**config.mk**
```make
export PLATFORM = sky130hd
export DESIGN_NAME = pgsa_div
export DESIGN_NICKNAME = d
export VERILOG_FILES = /design/src/sv/pgsa_pkg.sv /design/src/sv/pgsa_div.sv
export SDC_FILE = /design/constraint.sdc
export NUM_CORES = 1
export LEC_CHECK = 0
export BUFFER_PORTS_ARGS = -buffer_cell sky130_fd_sc_hd__clkbuf_2
export CORE_MARGIN = 10
export CORE_UTILIZATION = 30
export CTS_CLUSTER_DIAMETER = 40
export DETAILED_ROUTE_END_ITERATION = 7
export SLEW_MARGIN = 0
export SYNTH_ARGS = -nofsm -noshare
export SYNTH_HDL_FRONTEND = slang
export SYNTH_SLANG_ARGS = --single-unit
```
**constraint.sdc**
```tcl
create_clock -name clock -period 3.8 [get_ports clock]
set_input_delay 0.19 -clock clock [delete_from_list [all_inputs] [get_ports clock]]
set_output_delay 0.19 -clock clock [all_outputs]
set_load 0.005 [all_outputs]
```
**src/sv/pgsa_pkg.sv**
```systemverilog
// Shared types and constants for the polar grid scatter-average block.
// Used by pgsa_div and polar_grid_scatter_average; depends on nothing.
package pgsa_pkg;

   // Field and storage widths
   localparam int SUM_W     = 48;
   localparam int HITS_W    = 16;
   localparam int VALUE_W   = 32;
   localparam int AVG_W     = 32;
   localparam int COORD_W   = 6;
   localparam int GRID_W    = 7;
   localparam int ENTRY_W   = SUM_W + HITS_W;
   localparam int DIV_CNT_W = $clog2(SUM_W);

   localparam logic [GRID_W-1:0]       GRID_RESET = 7'd64;
   localparam logic signed [SUM_W-1:0] SUM_MAX    = {1'b0, {(SUM_W-1){1'b1}}};
   localparam logic signed [SUM_W-1:0] SUM_MIN    = {1'b1, {(SUM_W-1){1'b0}}};
   localparam logic [HITS_W-1:0]       HITS_MAX   = '1;
   localparam logic [AVG_W-1:0]        AVG_POS_MAX = {1'b0, {(AVG_W-1){1'b1}}};
   localparam logic [AVG_W-1:0]        AVG_NEG_MAX = {1'b1, {(AVG_W-1){1'b0}}};

   // Status codes
   localparam logic STATUS_DONE    = 1'b0;
   localparam logic STATUS_IGNORED = 1'b1;

   // Request kinds carried in tuser
   typedef enum logic [1:0] {
      ACT_ACCUM = 2'd0,
      ACT_READ  = 2'd1,
      ACT_CLEAR = 2'd2
   } action_type;

   // Main controller states
   typedef enum logic [2:0] {
      ST_CLEAR,
      ST_IDLE,
      ST_ACC,
      ST_RDWAIT,
      ST_DIV,
      ST_OUT
   } state_type;

   // Divider states
   typedef enum logic [1:0] {
      DV_IDLE,
      DV_RUN,
      DV_ROUND,
      DV_DONE
   } div_state_type;

   // Divider request and response
   typedef struct packed {
      logic                    start;
      logic signed [SUM_W-1:0] sum;
      logic [HITS_W-1:0]       hits;
   } div_req_type;

   typedef struct packed {
      logic             done;
      logic [AVG_W-1:0] average;
   } div_rsp_type;

   // One result transaction
   typedef struct packed {
      logic [AVG_W-1:0]  average;
      logic [HITS_W-1:0] hits;
      logic              status;
   } result_type;

endpackage

```
**src/sv/pgsa_div.sv**
```systemverilog
// Bit-serial divider that turns a cell sum and hit count into a rounded,
// saturated Q16.16 average. Depends on pgsa_pkg.
module pgsa_div (
   input  logic                 clock,
   input  logic                 reset,
   input  pgsa_pkg::div_req_type req,
   output pgsa_pkg::div_rsp_type rsp
);

   localparam logic [pgsa_pkg::DIV_CNT_W-1:0] LAST_STEP =
      pgsa_pkg::DIV_CNT_W'(pgsa_pkg::SUM_W - 1);

   pgsa_pkg::div_state_type dv_state_ff, dv_state_in;
   logic [pgsa_pkg::DIV_CNT_W-1:0] cnt_ff, cnt_in;
   logic [pgsa_pkg::SUM_W-1:0]     quo_ff, quo_in;
   logic [pgsa_pkg::HITS_W-1:0]    rem_ff, rem_in;
   logic [pgsa_pkg::HITS_W-1:0]    hits_ff, hits_in;
   logic                           neg_ff, neg_in;
   logic [pgsa_pkg::SUM_W:0]       qr_ff, qr_in;

   logic [pgsa_pkg::HITS_W:0]   shifted;
   logic [pgsa_pkg::HITS_W+1:0] diff;
   logic                        ge;
   logic                        round_up;

   // One restoring step
   always_comb begin
      shifted  = {rem_ff, quo_ff[pgsa_pkg::SUM_W-1]};
      diff     = {1'b0, shifted} - {2'b00, hits_ff};
      ge       = !diff[pgsa_pkg::HITS_W+1];
      round_up = ({rem_ff, 1'b0} >= {1'b0, hits_ff});
   end

   // Next state
   always_comb begin
      dv_state_in = dv_state_ff;
      unique case (dv_state_ff)
         pgsa_pkg::DV_IDLE:  if (req.start) dv_state_in = pgsa_pkg::DV_RUN;
         pgsa_pkg::DV_RUN:   if (cnt_ff == LAST_STEP) dv_state_in = pgsa_pkg::DV_ROUND;
         pgsa_pkg::DV_ROUND: dv_state_in = pgsa_pkg::DV_DONE;
         pgsa_pkg::DV_DONE:  dv_state_in = pgsa_pkg::DV_IDLE;
         default:            dv_state_in = pgsa_pkg::DV_IDLE;
      endcase
   end

   // Datapath and outputs
   always_comb begin
      cnt_in      = cnt_ff;
      quo_in      = quo_ff;
      rem_in      = rem_ff;
      hits_in     = hits_ff;
      neg_in      = neg_ff;
      qr_in       = qr_ff;
      rsp.done    = 1'b0;
      rsp.average = '0;
      unique case (dv_state_ff)
         pgsa_pkg::DV_IDLE: begin
            if (req.start) begin
               neg_in  = req.sum[pgsa_pkg::SUM_W-1];
               quo_in  = req.sum[pgsa_pkg::SUM_W-1] ? -req.sum : req.sum;
               rem_in  = '0;
               hits_in = req.hits;
               cnt_in  = '0;
            end
         end
         pgsa_pkg::DV_RUN: begin
            rem_in = ge ? diff[pgsa_pkg::HITS_W-1:0] : shifted[pgsa_pkg::HITS_W-1:0];
            quo_in = {quo_ff[pgsa_pkg::SUM_W-2:0], ge};
            cnt_in = cnt_ff + 1'b1;
         end
         pgsa_pkg::DV_ROUND: begin
            qr_in = {1'b0, quo_ff} + (pgsa_pkg::SUM_W+1)'(round_up);
         end
         pgsa_pkg::DV_DONE: begin
            rsp.done = 1'b1;
            if (neg_ff) begin
               if (qr_ff >= (pgsa_pkg::SUM_W+1)'(pgsa_pkg::AVG_NEG_MAX)) begin
                  rsp.average = pgsa_pkg::AVG_NEG_MAX;
               end else begin
                  rsp.average = -qr_ff[pgsa_pkg::AVG_W-1:0];
               end
            end else begin
               if (qr_ff > (pgsa_pkg::SUM_W+1)'(pgsa_pkg::AVG_POS_MAX)) begin
                  rsp.average = pgsa_pkg::AVG_POS_MAX;
               end else begin
                  rsp.average = qr_ff[pgsa_pkg::AVG_W-1:0];
               end
            end
         end
         default: begin
            rsp.done = 1'b0;
         end
      endcase
   end

   // Registers
   always_ff @(posedge clock) begin
      if (reset) begin
         dv_state_ff <= pgsa_pkg::DV_IDLE;
      end else begin
         dv_state_ff <= dv_state_in;
      end
      cnt_ff  <= cnt_in;
      quo_ff  <= quo_in;
      rem_ff  <= rem_in;
      hits_ff <= hits_in;
      neg_ff  <= neg_in;
      qr_ff   <= qr_in;
   end

endmodule

```
==> impl_metrics.py <==
metrics = {
    "setup_path": {
        "crit_path_end_kind": "register",
        "r2r-end": "qr_ff[46]",
        "worstSetupStartpoint": "rem_ff[9]",
        "critPathMaxFanout": 8,
        "cp.required_ps": 3960,
        "r2r-start": "rem_ff[9]",
        "worstSetupStartpointType": "register",
        "crit_type": "reg -> reg",
        "ff2ff_path_depth": 14,
        "rrSetupSlack_ps": 250,
        "cp.arrival_ps": 3710,
    },
    "drt": {
        "drt-initial-drc-count": 473,
        "post-route-drc-count": 0,
        "route.final.wire_length_mm": 22.65,
        "viasPerCell": 4.966,
        "avgRoutedWirePerCell_um": 15.93,
        "dr.pass1.iters": 5,
        "ant_nets": 0,
        "dr_total_vias": 7061,
    },
    "clocking": {
        "cts_buffer_depth": 2,
        "cts_setup_buffers": 0,
        "cts_buffers": 17,
        "clkTransAtPathRegs_ps": 60,
        "htree_levels": 4,
        "cts_tree": "yes",
        "cts.sinks": 138,
        "clock_latency_ps": 430,
        "cts_root_buf": "clkbuf_16",
    },
    "power_and_ir_drop": {
        "pwr-share-seq": 0.422,
        "clock_power_share": 0.206,
        "p_sw_mw": 2.968,
        "p_comb_frac": 0.373,
        "internal-power_mw": 4.726,
        "swShare": 0.3858,
        "power_mw": 7.694,
        "p_leak_nw": 3.808,
        "irDropWorstVdd_mv": 0.6573,
        "power_density_nw_per_um2": 725.5,
    },
    "die": {
        "rows": 62,
        "die_height_um": 192.0,
        "ioPinCount": 100,
        "dieArea_um2": 36870,
        "coreArea_um2": 28940,
        "start_util": 0.3068,
        "fp.dieW_um": 192.0,
    },
    "placement": {
        "dpl-instance-area_um2": 9852,
        "hpwl_mm": 17.43,
        "place.port_buffers": 99,
        "routabilityCongestion": 0.8942,
        "place_ws_ps": 144.0,
    },
    "cells_and_area": {
        "fin_nets": 1119,
        "multiInputGateArea_um2": 4479,
        "design_area_um2": 10610,
        "regArea_um2": 4124,
        "area_growth_pct": 19.48,
        "drive_gt1_frac": 0.1708,
        "n_fill_cell": 2876,
    },
    "global_routing": {
        "antenna_found_initial": 3,
        "grt_max_degree": 90,
        "grt_first_pass_wirelength_mm": 36.87,
        "grt_usage": 0.1248,
        "grt_overflow_total": 0,
        "grt_pass1_vias": 6884,
    },
    "timing": {
        "drv_slew": 0,
        "tightest_slew_ps": 1069,
        "grt_setup_unrepaired": "no",
        "fin_crit_sh": 0.9342,
        "fin_tns_setup_ps": 0,
        "fmax_mhz": 281.7,
        "hold_violations": 0,
        "min_period_ps": 3550,
        "setup_viol": 0,
        "finClkSkew_ps": 11.03,
        "setup_ws_ps": 250.0,
        "maxSlewHeadroom": 0.2870,
    },
    "yosys": {
        "synth_seq_cells": 138,
        "avgSynthCellArea_um2": 9.775,
        "syn_inst": 908,
        "ys_types": 62,
        "synth.yosys.warnings": 0,
        "synth_area_um2": 8876,
        "ys.flop_type": "edfxtp_1",
        "synth_edf_count": 136,
        "syn-num-nets": 1002,
        "synth.yosys.seq_area_share": 0.4646,
        "async_reset_ff_frac": 0,
    },
    "job": {
        "drv_cap": 0,
    },
    "worst_hold_path": {
        "hold_depth": 3,
        "min_to": "quo_ff[42]",
        "hp-class": "in -> reg",
        "hp-start": "req[58]",
    },
    "outcome": {
        "status": "completed",
    },
}
[stage by stage]
step	hold WS (ps)	utilization	std cells
2_1_floorplan	262.4	-	908
3_3_place_gp	367.4	0.3405	1373
3_5_place_dp	368.7	0.3405	1373
4_1_cts	133.3	0.3656	1420
5_1_grt	135.6	0.3663	1420
6_report	145.0	0.3665	1422
[flip-flops by register name (all words and copies together) (netlist names)]
signal / count
cnt_ff: 6
dv_state_ff: 2
hits_ff: 16
neg_ff: 1
qr_ff: 49
quo_ff: 48
rem_ff: 16
[power by group through the flow]
stage                     logic, mW  clock network, mW  registers (mW)
after floorplan                2.14                  0            3.06
after global placement         2.82                  0            3.24
after detailed placement       2.85                  0            3.26
after CTS                      2.88               1.62            3.23
after global routing           3.28               1.69            3.34
final                          2.87               1.58            3.24
[logic make-up after synthesis]
| kind of cell | count (synthesis) | synth area share |
|---|---|---|
| compound gates | 208 | 0.1463 |
| simple gates | 328 | 0.1848 |
| xor+xnor | 123 | 0.1214 |
| mux | 8 | 0.009867 |
| buf+inv | 76 | 0.03411 |
| flops | 138 | 0.4646 |
| fa+ha+maj | 27 | 0.03891 |
[layer usage]
layer	vias up	GRT usage	routed length, um
met5	-	0	13
met3	18	0.03573	1464
li1	3613	-	-
met1	3272	0.1673	10570
met4	2	0.03041	247
met2	156	0.1939	10350
[worst max-delay path: stages (launching register included)]
cell and delay (ps):
edfxtp_1 390, ha_1 410, nand4_1 150, or3_1 430, o21ai_1 160, buf_4 130, ha_1 220, ha_1 240
inv_1 90, nor2_2 180, nand4_1 210, nor3_2 210, buf_4 170, nand4_1 110, xnor2_1 160
[cell usage after synthesis, drive strengths merged, types with 10 or more instances]
master / instances / share of area
a211oi: 13 / 0.011
a21oi: 51 / 0.029
clkbuf: 31 / 0.013
edfxtp: 136 / 0.46
ha: 26 / 0.037
inv: 38 / 0.016
nand2: 110 / 0.047
nand2b: 10 / 0.0070
nand3: 42 / 0.024
nand4: 27 / 0.019
nor2: 47 / 0.020
nor3: 33 / 0.020
nor4: 13 / 0.0099
o21ai: 74 / 0.042
o31ai: 21 / 0.018
o41ai: 11 / 0.012
or4: 11 / 0.011
xnor2: 51 / 0.050
xor2: 72 / 0.071
[final cells by class]
class / count / area share
diodes: 2 / 0.0004719
clock buffers: 19 / 0.04082
clock inverters: 11 / 0.01180
inverters: 38 / 0.01345
multi-input cells: 694 / 0.4224
flip-flops and latches: 138 / 0.3889
well taps: 384 / 0.04530
repair buffers: 136 / 0.07692
[worst max path at each step]
stage	depth (start not counted)	slack, ps	end
final	14	250	qr_ff[46]
after global routing	15	0.4	qr_ff[46]
after CTS	15	110	qr_ff[46]
after detailed placement	15	140	qr_ff[46]
after global placement	15	250	qr_ff[46]
after floorplan	13	320	qr_ff[24]
[what timing repair did]
| item | in CTS | in global routing |
|---|---|---|
| endpoints found under the hold margin | 18 | 0 |
| endpoints found under the setup margin | 0 | 11 |
| resized for setup | 0 | 7 |
| hold buffers | 17 | 0 |
[layout by cell type, fill, tap and decap left out, types with 4 or more instances in the layout]
cell type	netlist	layout
inv_1	38	38
xnor2_1	51	51
ha_2	0	4
nor3_1	31	31
a21oi_1	51	51
clkinvlp_4	0	4
o21a_1	4	4
o41ai_1	10	10
o211ai_1	7	7
or4_1	6	6
nand4_1	27	27
and3_1	7	7
dlygate4sd3_1	0	17
clkbuf_2	0	99
ha_1	26	22
xor2_1	72	72
a21o_1	6	5
nand2_1	110	110
and2_1	7	7
buf_4	0	20
nand3_1	42	42
and4_1	4	4
or3_1	5	5
nor2_1	47	46
clkbuf_16	0	17
mux2_2	6	6
o31ai_1	21	21
a211oi_1	13	13
nor4_1	12	11
edfxtp_1	136	136
o21ai_0	72	70
nand2b_1	10	10
(Power assumes the default switching activity.)
